[src/sv/frc_pkg.sv]
package frc_pkg;

   localparam int DEPTH      = 16;
   localparam int KEY_BITS   = 32;
   localparam int VALUE_BITS = 32;
   localparam int IDX_BITS   = $clog2(DEPTH);
   localparam int CNT_BITS   = $clog2(DEPTH + 1);
   localparam int CAP_BITS   = 5;

   localparam logic [CAP_BITS-1:0] CAP_RESET = CAP_BITS'(DEPTH);

   // transaction kinds carried on req_tuser
   localparam logic OP_INSERT = 1'b0;
   localparam logic OP_LOOKUP = 1'b1;

   // controller -> datapath
   typedef struct packed {
      logic insert;   // write the request into the ring
      logic capture;  // latch the lookup key
      logic match;    // register the per-entry compare vector
      logic pick;     // select the oldest matching entry
      logic load;     // load the result register
   } cmd_type;

   // datapath -> controller
   typedef struct packed {
      logic out_free; // result register empty or being drained
   } status_type;

endpackage

[src/sv/fifo_replacement_cache.sv]
// Key/value store with first-in-first-out replacement, holding up to 16
// entries in a register ring. Each request transaction carries an opcode on
// req_tuser: an insert appends key and value behind the newest entry, first
// evicting the oldest one when the entry count has reached the capacity
// register (capacities above 16 act as 16; capacity zero drops inserts while
// the ring is empty). Duplicate keys are kept as separate entries. A lookup
// returns one response transaction with found on rsp_tuser and the value of
// the oldest matching entry on rsp_tdata (zero on a miss); an insert returns
// nothing and leaves the request port open. A lookup occupies it through four
// steps: accept and latch the key, register the parallel compare of all 16
// entries, select the oldest match in age order, then load the response
// register. The last step waits while an earlier response is still held
// unread, so a stalled consumer stretches lookups but not inserts. Write
// capacity through csr_wr_en / csr_wr_data only while no lookup is outstanding.
module fifo_replacement_cache (
   input  logic                          clock,
   input  logic                          reset,
   // capacity register
   input  logic                          csr_wr_en,
   input  logic [frc_pkg::CAP_BITS-1:0]  csr_wr_data,
   // request channel
   input  logic                          req_tvalid,
   output logic                          req_tready,
   input  logic [63:0]                   req_tdata,  // key [31:0], value [63:32]
   input  logic [0:0]                    req_tuser,  // opcode [0]
   // response channel
   output logic                          rsp_tvalid,
   input  logic                          rsp_tready,
   output logic [31:0]                   rsp_tdata,  // read_value [31:0]
   output logic [0:0]                    rsp_tuser   // found [0]
);

   frc_pkg::cmd_type    cmd;
   frc_pkg::status_type status;

   // sequence each transaction
   frc_ctrl u_ctrl (
      .clock      (clock),
      .reset      (reset),
      .req_tvalid (req_tvalid),
      .req_op     (req_tuser[0]),
      .req_tready (req_tready),
      .status     (status),
      .cmd        (cmd)
   );

   // hold the entry ring, the compare/select path and the response register
   frc_datapath u_datapath (
      .clock       (clock),
      .reset       (reset),
      .csr_wr_en   (csr_wr_en),
      .csr_wr_data (csr_wr_data),
      .req_key     (req_tdata[31:0]),
      .req_value   (req_tdata[63:32]),
      .cmd         (cmd),
      .status      (status),
      .rsp_tvalid  (rsp_tvalid),
      .rsp_tready  (rsp_tready),
      .rsp_found   (rsp_tuser[0]),
      .rsp_value   (rsp_tdata)
   );

endmodule

[src/sv/frc_ctrl.sv]
module frc_ctrl (
   input  logic                  clock,
   input  logic                  reset,
   input  logic                  req_tvalid,
   input  logic                  req_op,
   output logic                  req_tready,
   input  frc_pkg::status_type   status,
   output frc_pkg::cmd_type      cmd
);

   localparam logic [1:0] ST_IDLE  = 2'd0;
   localparam logic [1:0] ST_MATCH = 2'd1;
   localparam logic [1:0] ST_PICK  = 2'd2;
   localparam logic [1:0] ST_RESP  = 2'd3;

   logic [1:0] state_ff;
   logic [1:0] state_in;

   always_ff @(posedge clock) begin
      if (reset) begin
         state_ff <= ST_IDLE;
      end else begin
         state_ff <= state_in;
      end
   end

   always_comb begin
      state_in   = state_ff;
      req_tready = 1'b0;
      cmd        = '0;
      case (state_ff)
         ST_IDLE: begin
            req_tready = 1'b1;
            if (req_tvalid) begin
               if (req_op == frc_pkg::OP_LOOKUP) begin
                  cmd.capture = 1'b1;
                  state_in    = ST_MATCH;
               end else begin
                  cmd.insert = 1'b1;
               end
            end
         end
         ST_MATCH: begin
            cmd.match = 1'b1;
            state_in  = ST_PICK;
         end
         ST_PICK: begin
            cmd.pick = 1'b1;
            state_in = ST_RESP;
         end
         ST_RESP: begin
            // hold until the result register can take the lookup result
            if (status.out_free) begin
               cmd.load = 1'b1;
               state_in = ST_IDLE;
            end
         end
         default: begin
            state_in = ST_IDLE;
         end
      endcase
   end

endmodule

[src/sv/frc_datapath.sv]
module frc_datapath (
   input  logic                               clock,
   input  logic                               reset,
   input  logic                               csr_wr_en,
   input  logic [frc_pkg::CAP_BITS-1:0]       csr_wr_data,
   input  logic [frc_pkg::KEY_BITS-1:0]       req_key,
   input  logic [frc_pkg::VALUE_BITS-1:0]     req_value,
   input  frc_pkg::cmd_type                   cmd,
   output frc_pkg::status_type                status,
   output logic                               rsp_tvalid,
   input  logic                               rsp_tready,
   output logic                               rsp_found,
   output logic [frc_pkg::VALUE_BITS-1:0]     rsp_value
);

   localparam int IB = frc_pkg::IDX_BITS;
   localparam int CB = frc_pkg::CNT_BITS;

   logic [frc_pkg::KEY_BITS-1:0]   key_ff   [frc_pkg::DEPTH];
   logic [frc_pkg::VALUE_BITS-1:0] value_ff [frc_pkg::DEPTH];

   logic [IB-1:0]                  oldest_ff, oldest_in;
   logic [CB-1:0]                  count_ff, count_in;
   logic [frc_pkg::CAP_BITS-1:0]   capacity_ff;
   logic [frc_pkg::KEY_BITS-1:0]   lookup_key_ff;
   logic [frc_pkg::DEPTH-1:0]      match_ff, match_in;
   logic                           hit_ff, hit_in;
   logic [IB-1:0]                  hit_slot_ff, hit_slot_in;
   logic                           rsp_valid_ff, rsp_valid_in;
   logic                           rsp_found_ff;
   logic [frc_pkg::VALUE_BITS-1:0] rsp_value_ff;

   logic [frc_pkg::CAP_BITS-1:0]   eff_cap;
   logic                           full;
   logic                           write_en;
   logic [IB-1:0]                  write_slot;

   // insert: evict the oldest when full, then append behind the newest
   always_comb begin
      eff_cap    = (capacity_ff > frc_pkg::CAP_RESET) ? frc_pkg::CAP_RESET : capacity_ff;
      full       = count_ff >= CB'(eff_cap);
      write_en   = cmd.insert && !(full && count_ff == '0);
      write_slot = oldest_ff + count_ff[IB-1:0];
      oldest_in  = (write_en && full) ? oldest_ff + IB'(1) : oldest_ff;
      count_in   = (write_en && !full) ? count_ff + CB'(1) : count_ff;
   end

   // compare every live entry against the lookup key
   always_comb begin
      logic [IB-1:0] age;
      for (int s = 0; s < frc_pkg::DEPTH; s++) begin
         age         = IB'(s) - oldest_ff;
         match_in[s] = (CB'(age) < count_ff) && (key_ff[s] == lookup_key_ff);
      end
   end

   // rotate to age order and take the oldest match
   always_comb begin
      logic [IB-1:0] pos;
      logic [IB-1:0] slot;
      pos    = '0;
      hit_in = 1'b0;
      for (int i = frc_pkg::DEPTH - 1; i >= 0; i--) begin
         slot = oldest_ff + IB'(i);
         if (match_ff[slot]) begin
            hit_in = 1'b1;
            pos    = IB'(i);
         end
      end
      hit_slot_in = oldest_ff + pos;
   end

   always_comb begin
      status.out_free = !rsp_valid_ff || rsp_tready;
      if (cmd.load) begin
         rsp_valid_in = 1'b1;
      end else if (rsp_tready) begin
         rsp_valid_in = 1'b0;
      end else begin
         rsp_valid_in = rsp_valid_ff;
      end
   end

   always_ff @(posedge clock) begin
      if (reset) begin
         oldest_ff    <= '0;
         count_ff     <= '0;
         capacity_ff  <= frc_pkg::CAP_RESET;
         rsp_valid_ff <= 1'b0;
      end else begin
         if (csr_wr_en) begin
            capacity_ff <= csr_wr_data;
         end
         oldest_ff    <= oldest_in;
         count_ff     <= count_in;
         rsp_valid_ff <= rsp_valid_in;
      end
   end

   always_ff @(posedge clock) begin
      for (int s = 0; s < frc_pkg::DEPTH; s++) begin
         if (write_en && write_slot == IB'(s)) begin
            key_ff[s]   <= req_key;
            value_ff[s] <= req_value;
         end
      end
      if (cmd.capture) begin
         lookup_key_ff <= req_key;
      end
      if (cmd.match) begin
         match_ff <= match_in;
      end
      if (cmd.pick) begin
         hit_ff      <= hit_in;
         hit_slot_ff <= hit_slot_in;
      end
      if (cmd.load) begin
         rsp_found_ff <= hit_ff;
         rsp_value_ff <= hit_ff ? value_ff[hit_slot_ff] : '0;
      end
   end

   assign rsp_tvalid = rsp_valid_ff;
   assign rsp_found  = rsp_found_ff;
   assign rsp_value  = rsp_value_ff;

endmodule

[config.mk]
export PLATFORM = sky130hd
export DESIGN_NAME = fifo_replacement_cache
export DESIGN_NICKNAME = d
export VERILOG_FILES = /design/src/sv/frc_pkg.sv /design/src/sv/fifo_replacement_cache.sv /design/src/sv/frc_ctrl.sv /design/src/sv/frc_datapath.sv
export SDC_FILE = /design/constraint.sdc
export NUM_CORES = 1
export LEC_CHECK = 0
export ABC_AREA = 1
export BUFFER_PORTS_ARGS = -buffer_cell sky130_fd_sc_hd__buf_2
export CORE_MARGIN = 1.5
export CORE_UTILIZATION = 40
export CTS_CLUSTER_DIAMETER = 150
export DETAILED_ROUTE_END_ITERATION = 12
export PLACE_DENSITY_LB_ADDON = 0.1
export SLEW_MARGIN = 20
export SYNTH_ARGS = -nofsm -noshare
export SYNTH_HDL_FRONTEND = slang
export SYNTH_SLANG_ARGS = --single-unit
[constraint.sdc]
create_clock -name clock -period 7.2 [get_ports clock]
set_clock_uncertainty 0.2 [all_clocks]
set_input_delay 0.36 -clock clock [delete_from_list [all_inputs] [get_ports clock]]
set_output_delay 0.36 -clock clock [all_outputs]
set_load 0.01 [all_outputs]
# Word-level counts from Yosys, hierarchy flattened
# Memory sizes are Yosys's and may differ from the RTL's. A register that Yosys moved wholly into a read port is not among the register bits.
# Cells that the tools add are included.
dict set report word_totals {
  memories 2
  word_cells 381
  ram_bits 1024
  output_inout_bits 35
  regBits 71
}
# name depth word_bits read_ports rd_clocked_by_memory_dff write_ports line_no
set mem_list {}
lappend mem_list {u_datapath.key_ff 16 32 16 0 1 frc_datapath.sv:19} ;# logic [frc_pkg::KEY_BITS-1:0] key_ff [frc_pkg::DEPTH];
lappend mem_list {u_datapath.value_ff 16 32 1 1 1 frc_datapath.sv:20} ;# logic [frc_pkg::VALUE_BITS-1:0] value_ff [frc_pkg::DEPTH];
dict set report classes {
  reduce_logical 77
  n_addsub 34
  n_lt_le_gt_ge 34
  mux 187
  n_eq_ne 37
}
# op n
set ops {}
lappend ops {{32-bit 2-to-1 mux} 30}
lappend ops {{32-bit OR reduction} 30}
lappend ops {{32-bit equality test} 16}
lappend ops {{4-bit 2-to-1 mux} 46}
lappend ops {{1-bit 2-to-1 mux} 88}
lappend ops {{4-bit by 5-bit less-than comparator with 1-bit output} 16}
lappend ops {{4-bit by 5-bit less-than comparator with 1-bit output, second input constant} 16}
lappend ops {{1-bit binary-select mux with 4-bit select} 16}
lappend ops {{1-bit logical AND} 36}
lappend ops {{4-bit adder, second input constant} 8}
lappend ops {{4-bit equality test, second input constant} 8}
lappend ops {{4-bit subtractor, first input constant} 8}
lappend ops {{4-bit by 3-bit adder with 4-bit output, second input constant} 4}
lappend ops {{4-bit by 3-bit equality test with 1-bit output, second input constant} 4}
lappend ops {{3-bit by 4-bit subtractor with 4-bit output, first input constant} 4}
lappend ops {{15-bit OR reduction} 1}
lappend ops {{2-bit 2-to-1 mux} 5}
lappend ops {{4-bit by 2-bit adder with 4-bit output, second input constant} 2}
lappend ops {{4-bit adder} 2}
lappend ops {{4-bit by 2-bit equality test with 1-bit output, second input constant} 2}
lappend ops {{2-bit one-hot mux with 4 select lines} 1}
lappend ops {{1-bit by 4-bit subtractor with 4-bit output, first input constant} 2}
lappend ops {{2-bit by 4-bit subtractor with 4-bit output, first input constant} 2}
lappend ops {{2-bit inequality test, second input constant} 3}
lappend ops {{15 further kinds} 19}

# Depth between registers and ports, before layout
# Gate-level depths: netlist of the first run.
dict set report depth {
  word_depth 25
  ltp_mapped 32
}

# Modules after synthesis
# From an unflattened synthesis of the first run, not the netlist that was laid out.
dict set report unflattened {
  hier_cells 3387
  hier_area_um2 47027.6
}
# mod n_inst area_each_um2 cells_each
set modules_own_cells {}
lappend modules_own_cells {frc_datapath 1 46779.9 3355}
lappend modules_own_cells {frc_ctrl 1 247.7 32}

# Worst setup path before layout of the first run
# No wires, ideal clock.
dict set report synth_path {
  kind {register to register}
  start {register u_datapath.capacity_ff[0] (netlist name)}
  end {memory u_datapath.key_ff[0][0] (netlist name), enable pin}
  period_less_slack_ns 5.719
  setup_ns 0.486
  path_slack_ns 1.481
  path_buffers 0
  path_stages_with_launch 15
  arrival_time_ns 5.032
  required_ns 6.514
  cell_sequence {dfxtp_1 > o41ai_1 > and2_1 > ha_1 > inv_1 > a21boi_0 > o21a_1 > o21a_1 > o21ai_0 > nand2_1 > nor3_1 > inv_1 > nand2_1 > nand3_1 > nor2_1}
}
dict set report synth_between {
  elab_chain_len 25
}
# element line_no
set synth_rtl {}
lappend synth_rtl {{start, declared} frc_datapath.sv:24} ;# logic [frc_pkg::CAP_BITS-1:0] capacity_ff;
lappend synth_rtl {{start signal, assigned} frc_datapath.sv:88} ;# capacity_ff <= frc_pkg::CAP_RESET;
lappend synth_rtl {{start signal, assigned} frc_datapath.sv:92} ;# capacity_ff <= csr_wr_data;
lappend synth_rtl {{5-bit greater-than comparator} frc_datapath.sv:40} ;# eff_cap = (capacity_ff > frc_pkg::CAP_RESET) ? frc_pkg::CAP_RESET : capacity_ff;
lappend synth_rtl {{5-bit 2-to-1 mux *} frc_datapath.sv:40}
lappend synth_rtl {{5-bit greater-or-equal comparator *} frc_datapath.sv:41} ;# full = count_ff >= CB'(eff_cap);
lappend synth_rtl {{1-bit logical AND *} frc_datapath.sv:42} ;# write_en = cmd.insert && !(full && count_ff == '0);
lappend synth_rtl {{1-bit zero test *} frc_datapath.sv:42}
lappend synth_rtl {{1-bit logical AND *} frc_datapath.sv:42}
lappend synth_rtl {{1-bit logical AND} frc_datapath.sv:102} ;# if (write_en && write_slot == IB'(s)) begin
lappend synth_rtl {{1-bit 2-to-1 mux} frc_datapath.sv:102}
lappend synth_rtl {{1-bit 2-to-1 mux (not written as such)} frc_datapath.sv:103} ;# key_ff[s] <= req_key;
lappend synth_rtl {{32-bit OR reduction (no line)} --}
lappend synth_rtl {{4-bit 2-to-1 mux (no line) or 1-bit 2-to-1 mux (tied branches) (15 in a row)} --}
lappend synth_rtl {{end, declared} frc_datapath.sv:19}
# Mark *: on every way between the ends. The rest lies on a longest branch, timed or not.

# Worst setup path after layout of the first run
dict set report layout_path {
  start {register u_datapath.capacity_ff[1] (netlist name)}
  end {memory u_datapath.key_ff[1][253] (netlist name), enable pin}
}
# Same word-level chain as after synthesis.

==> results.yml, run 1 <==
run_status:
  status: "finished, final reports clean"
grt:
  grt_use_total_pct: 23.4
  grt_max_degree: 157
  grt_pass1_vias: 27900
  antenna_found_initial: 14
  grt_pass1_wl_mm: 201
  grt_overflow: 0
setup_path:
  cp_max_fo: 46
  endpoint_kind: "register"
  worstSetupPathType: "register to register"
  critPathRequiredTime_ns: 7.35
  cp-start-kind: "register"
  slowest_delay_ns: 0.69
  cp_slowest_cell: "nor2_4"
  crit_buf_inv: 4
  crit_family: "simple AND/OR/NAND/NOR gates"
  crit_top_cell: "nand2_1"
  crit_chain: "o41ai_1 -> and2_1 -> ha_1 -> inv_1 -> a21boi_0 -> o21a_1 -> o21a_1 -> o21ai_0 -> nand2_1 -> nor3_1 -> dlygate4sd3_1 -> inv_1 -> nand2_1 -> nand2_1 -> nor2_4 -> buf_4"
  crit_arrival_ns: 5.51
sta:
  fmax_ghz: 0.187
  fin_crit_ns: 5.36
  fin_tns_setup_ns: 0
  rsz0062_at_grt: "false"
  hold_viol: 0
  slew_viol_final: 0
  setup_viol: 0
  worstMarginPinSlew_ns: 1.12
  slew_headroom_pct: 25.3
  timing.hold.ws_ns: 0.0335
  period_share_pct: 74.4
clocking:
  worst_skew_pair.late_latency_ns: 0.72
  post_cts_buffers: 0
  clk_pin_slew_ns: 0.06
  h-tree-depth: 3
  numCtsBuffers: 117
  clkSinkCount: 1127
  root_buffer: "clkbuf_16"
  cts_tree: "yes"
  clk_path_buf_depth: 3
power_and_ir_drop:
  powerDensity_mw_per_mm2: 300
  max-vdd-ir-drop_v: 0.000236
  power.leakage_nw: 17.9
  power_mw: 16.2
synthesis:
  synth_seq_area_share_pct: 71.8
  ys_top_cells_by_area: "edfxtp_1 (71%), xor2_1 (5.5%), o21ai_0 (3.1%), nor2_1 (2.9%), xnor2_1 (1.8%)"
  syn_area_sq_mm: 0.0469
  synth_cell_types: 55
  syn_area_per_cell_sq_um: 14.0
  async_flop_share_pct: 0
  synth_warnings: 0
  syn_inst: 3345
  ys.flop_type: "edfxtp_1"
  synth_fp_nets: 3476
  yosysTopAreaCell: "edfxtp_1"
  ys_seq_elements: 1127
  synth_top_cell_area_share_pct: 71.1
  synth-edff-count: 1110
floorplanning:
  die-height_um: 345
  rows: 125
  die_w_um: 345
  dieArea_sq_mm: 0.119
  start_util_pct: 40.3
  core_sq_mm: 0.116
  ioPinCount: 110
route:
  maxUsedRoutingLayer: "met5"
  wl_met3_mm: 8.27
  drc: 0
  finalWirelength_mm: 141
  wl_met2_mm: 66.7
  drtIter0Drc: 2869
  vias: 28800
  m1WireLength_mm: 62.4
  dr.pass1.iters: 6
  ant_nets: 0
  viasPerCell: 5.58
  wl_per_cell_um: 27.4
finish:
  layout-drive-gt1-share_pct: 11.4
  final_common_cell: "edfxtp_1"
  area_growth_pct: 14.9
  ff_latch_area_sq_mm: 0.0337
  fin_nets: 3669
  num-fill-cells: 10200
  multi_input_area_sq_mm: 0.0120
  layout_common_cells: "edfxtp_1 (1110), nor2_1 (346), xor2_1 (293)"
run:
  maxCapViolCount: 0
placement:
  dp_hpwl_mm: 80.4
  place.gp.congestion: 0.836
  port_buffers: 109
worst_hold_path:
  hold_path.class: "input port to register"
final timing paths:
path / from / endpoint / slack (ns) / cells past startpoint
setup / recovery: u_datapath.capacity_ff[1]$_SDFFE_PP0P_ / u_datapath.key_ff[1][253]$_DFFE_PP_ / 1.84 / 16
hold / removal: req_tdata[21] / u_datapath.key_ff[0][149]$_DFFE_PP_ / 0.03 / 1
setup reg to reg: u_datapath.capacity_ff[1]$_SDFFE_PP0P_ / u_datapath.key_ff[1][253]$_DFFE_PP_ / 1.84 / 16
hold reg to reg: u_datapath.hit_ff$_SDFFCE_PP1P_ / u_datapath.rsp_found$_DFFE_PP_ / 0.30 / 0
synth_stat cells (17+ instances only):
| cell type | n |
|---|---|
| nand3_1 | 110 |
| inv_1 | 129 |
| or2_2 | 17 |
| a21oi_1 | 62 |
| nand4_1 | 55 |
| o211ai_1 | 36 |
| nor4_1 | 79 |
| dfxtp_1 | 17 |
| a221oi_1 | 47 |
| xor2_1 | 293 |
| edfxtp_1 | 1110 |
| nor2_1 | 363 |
| buf_2 | 32 |
| nand2_1 | 143 |
| xnor2_1 | 98 |
| ha_1 | 54 |
| o221ai_1 | 92 |
| clkbuf_1 | 130 |
| o21ai_0 | 289 |
| o22ai_1 | 81 |
power breakdown:
group	internal [mW]	leakage, nW	switching, mW
clock	3.43	1.82	2.60
sequential	7.46	10.1	0.104
combinational	0.735	5.95	1.84
total	11.6	17.9	4.54
layout make-up:
type	instances	area share, %
inverter	141	1.02
multi-input combinational	1892	22.3
timing repair buffer	259	3.60
tap	1524	3.54
sequential	1127	62.5
antenna	1	0.00465
clock inverter	68	1.39
clock buffer	145	5.65
sequential cells by signal (all words and copies together), names as in the netlist:
register / flops
u_datapath.key_ff: 512
u_datapath.value_ff: 512
u_datapath.lookup_key_ff: 32
u_datapath.rsp_value: 32
u_datapath.match_ff: 16
u_datapath.capacity_ff: 5
u_datapath.count_ff: 5
u_datapath.hit_slot_ff: 4
u_datapath.oldest_ff: 4
u_ctrl.state_ff: 2
u_datapath.hit_ff: 1
u_datapath.rsp_found: 1
u_datapath.rsp_tvalid: 1
worst reg2reg max path, stage by stage (launching register included):
cell	delay [ns]
dfxtp_1	0.34
o41ai_1	0.58
and2_1	0.22
ha_1	0.23
inv_1	0.05
a21boi_0	0.07
o21a_1	0.17
o21a_1	0.15
o21ai_0	0.17
nand2_1	0.10
nor3_1	0.12
dlygate4sd3_1	0.57
inv_1	0.10
nand2_1	0.23
nand2_1	0.30
nor2_4	0.69
buf_4	0.68
logic make-up (layout without fill, tap and decap cells):
logic type | Yosys count | count (layout) | synth area share (%)
simple gates | 801 | 801 | 7.73
fa+ha+maj | 56 | 56 | 1.53
flops | 1127 | 1127 | 71.8
xor+xnor | 395 | 395 | 7.47
compound gates | 640 | 640 | 8.57
other cells | 0 | 1 | 0
buf+inv | 326 | 613 | 2.87
stage by stage:
| stage | utilization (%) | instance area (sq um) | cells | worst slack, ns |
|---|---|---|---|---|
| CTS | 46.3 | 53800 | 5155 | 1.88 |
| global route | 46.3 | 53900 | 5156 | 1.47 |
| floorplan | - | 46900 | 3345 | 1.48 |
| detailed placement | 42.4 | 49300 | 4868 | 2.38 |
| finish | 46.3 | 53900 | 5157 | 1.84 |
| global placement | 42.4 | 49300 | 4868 | 2.15 |
what timing repair did:
item	4_1_cts	5_1_grt
setup endpoints to repair	0	0
resized for setup	0	0
endpoints found under the hold margin	819	0
hold buffers	74	0
layer usage:
metal | GRT usage [%] | vias up
li1 | - | 12900
met1 | 32.8 | 14700
met2 | 37.7 | 1028
met3 | 3.24 | 201
met4 | 6.95 | 4
met5 | 0 | -
No activity file was read; power rests on OpenSTA's default activity.
==> run 2: changes to the inputs <==
clock period = 5.1 ns   (was 7.2 ns; I/O delays follow)
==> run 2 against run 1 <==
  * Core utilization increased by 0.39 points
  * Cell area increased by 0.83%
  * Sequential share of layout area shrank 0.52 points
  * Worst hold slack improved by 0.013 ns
  * Critical path type unchanged
  * Highest routed layer unchanged
==> results.yml, run 2 (synthesized netlist as in run 1, its figures left out) <==
sta:
  slew_headroom_pct: 22.6
  hold_viol: 0
  fmax_ghz: 0.213
  slew_viol_final: 0
  rsz0062_at_grt: "false"
  period_share_pct: 91.9
  fin_crit_ns: 4.69
  final.setup.worst_slack_ns: 0.413
  worstMarginPinSlew_ns: 1.16
  setup_viol: 0
setup_path:
  rr_startpoint: "u_datapath.capacity_ff[1]$_SDFFE_PP0P_"
  timing.rr.end: "u_datapath.key_ff[0][74]$_DFFE_PP_"
  path_depth: 16
  crit_arrival_ns: 4.86
  cp_slowest_cell: "dlygate4sd3_1"
  reg2reg_depth: 16
  cp-start-kind: "register"
  slowest_delay_ns: 0.56
  endpoint: "u_datapath.key_ff[0][74]$_DFFE_PP_"
  cp_max_fo: 32
  crit_chain: "o41ai_2 -> and2_1 -> ha_1 -> inv_1 -> a21boi_0 -> o21a_1 -> o21a_1 -> o21ai_0 -> nand2_1 -> nor3_1 -> dlygate4sd3_1 -> inv_1 -> nand2_1 -> nand3_1 -> nor2_4 -> buf_4"
  setup.worst_path.start: "u_datapath.capacity_ff[1]$_SDFFE_PP0P_"
  crit_family: "simple AND/OR/NAND/NOR gates"
  ff2ff_setup_slack_ns: 0.41
  endpoint_kind: "register"
  critPathRequiredTime_ns: 5.27
  crit_buf_inv: 4
  worstSetupPathType: "register to register"
finish:
  final_common_cell: "edfxtp_1"
  reg.largest.list: "u_datapath.key_ff (512), u_datapath.value_ff (512)"
  fin_nets: 3714
  multi_input_area_sq_mm: 0.0120
  num-fill-cells: 10200
  area_growth_pct: 15.8
  ff_latch_area_sq_mm: 0.0337
  layout-drive-gt1-share_pct: 11.9
  layout_common_cells: "edfxtp_1 (1110), nor2_1 (346), xor2_1 (293)"
floorplanning:
  ioPinCount: 110
  start_util_pct: 40.3
  rows: 125
  dieArea_sq_mm: 0.119
  core_sq_mm: 0.116
  die-height_um: 345
  die_w_um: 345
clocking:
  clk_path_buf_depth: 3
  worst_skew_pair.late_latency_ns: 0.73
  clkSinkCount: 1127
  clk_pin_slew_ns: 0.06
  cts_tree: "yes"
  numCtsBuffers: 119
  h-tree-depth: 3
  root_buffer: "clkbuf_16"
grt:
  grt_max_degree: 242
  grt_use_total_pct: 24.2
  grt_pass1_wl_mm: 207
  grt_overflow: 0
  antenna_found_initial: 15
  grt_pass1_vias: 28500
route:
  wl_met3_mm: 9.94
  drtIter0Drc: 3119
  dr.pass1.iters: 7
  wl_met2_mm: 67.5
  drc: 0
  maxUsedRoutingLayer: "met5"
  finalWirelength_mm: 147
  ant_nets: 0
  m1WireLength_mm: 65.4
  wl_per_cell_um: 28.2
  viasPerCell: 5.61
  vias: 29200
worst_hold_path:
  hold_path.class: "input port to register"
  min_from: "req_tdata[23]"
power_and_ir_drop:
  power.leakage_nw: 18.1
  switching_share_pct: 28.5
  max-vdd-ir-drop_v: 0.000295
  clkPwrFrac_pct: 36.3
  seq_power_share_pct: 47.5
  combPwrFrac_pct: 16.2
  powerDensity_mw_per_mm2: 418
  p_int_mw: 16.2
  power.switching_mw: 6.47
  power_mw: 22.7
placement:
  place_ws_ns: 0.589
  port_buffers: 109
  place.gp.congestion: 0.847
  dp_hpwl_mm: 85.4
run_status:
  status: "finished, final reports clean"
run:
  maxCapViolCount: 0
==> run 2: cell count changes in the layout (fill, tap and decap cells not counted), moves of 3 or more <==
cell / delta
clkinvlp_4: -4
clkbuf_1: +15
bufinv_16: -7
dlygate4sd3_1: +11
buf_4: +14
buf_12: +18
inv_16: +4
diode_2: +3
clkinv_1: +5
==> run 2: cell type report <==
| class | instances | share of cell area [%] |
|---|---|---|
| antenna | 4 | 0.0184 |
| tap | 1524 | 3.51 |
| multi-input combinational | 1892 | 22.1 |
| timing repair buffer | 302 | 4.60 |
| inverter | 141 | 1.01 |
| sequential | 1127 | 62.0 |
| clock inverter | 60 | 0.947 |
| clock buffer | 162 | 5.80 |
==> run 2: per-layer routing <==
layer,GRT usage (%),up-vias
met5,0,-
met4,7.15,12
met3,4.64,212
met2,38.2,1059
met1,34.2,15000
li1,-,13000
==> run 2: worst min path at each step <==
stage / slack, ns / cells past startpoint / end
after detailed placement: 0.29 / 1 / u_datapath.count_ff[3]$_SDFFE_PP0P_
after floorplan: 0.12 / 1 / u_datapath.rsp_tvalid$_SDFFE_PP0P_
final: 0.05 / 1 / u_datapath.key_ff[1][55]$_DFFE_PP_
after global placement: 0.29 / 1 / u_datapath.count_ff[3]$_SDFFE_PP0P_
after global routing: 0.04 / 1 / u_datapath.key_ff[1][55]$_DFFE_PP_
after CTS: 0.01 / 1 / u_datapath.key_ff[1][55]$_DFFE_PP_
==> run 2: per-stage QoR <==
step                      std cells  utilization [%]  instance area [sq um]  hold slack (ns)  TNS (ns)
final                          5212             46.7                  54300           0.0469         0
after global routing           5208             46.7                  54300           0.0358         0
after CTS                      5199             46.6                  54200           0.0150         0
after detailed placement       4892             42.7                  49700            0.294         0
after global placement         4892             42.7                  49700            0.290         0
after floorplan                3345                -                  46900            0.124   -473.40
==> run 2: repair_timing <==
item,4_1_cts,5_1_grt
hold endpoints to repair,1048,0
gates resized for setup,0,2
setup buffers,0,9
hold buffers,85,0
setup endpoints to repair,0,481
==> run 2: power groups by stage <==
stage / Clock (mW) / Combinational (mW) / Sequential, mW
floorplan: 0 / 2.22 / 10.8
global placement: 0 / 3.59 / 11.0
detailed placement: 0 / 3.63 / 11.0
CTS: 8.38 / 3.71 / 10.8
global route: 8.74 / 4.05 / 10.8
finish: 8.23 / 3.68 / 10.8
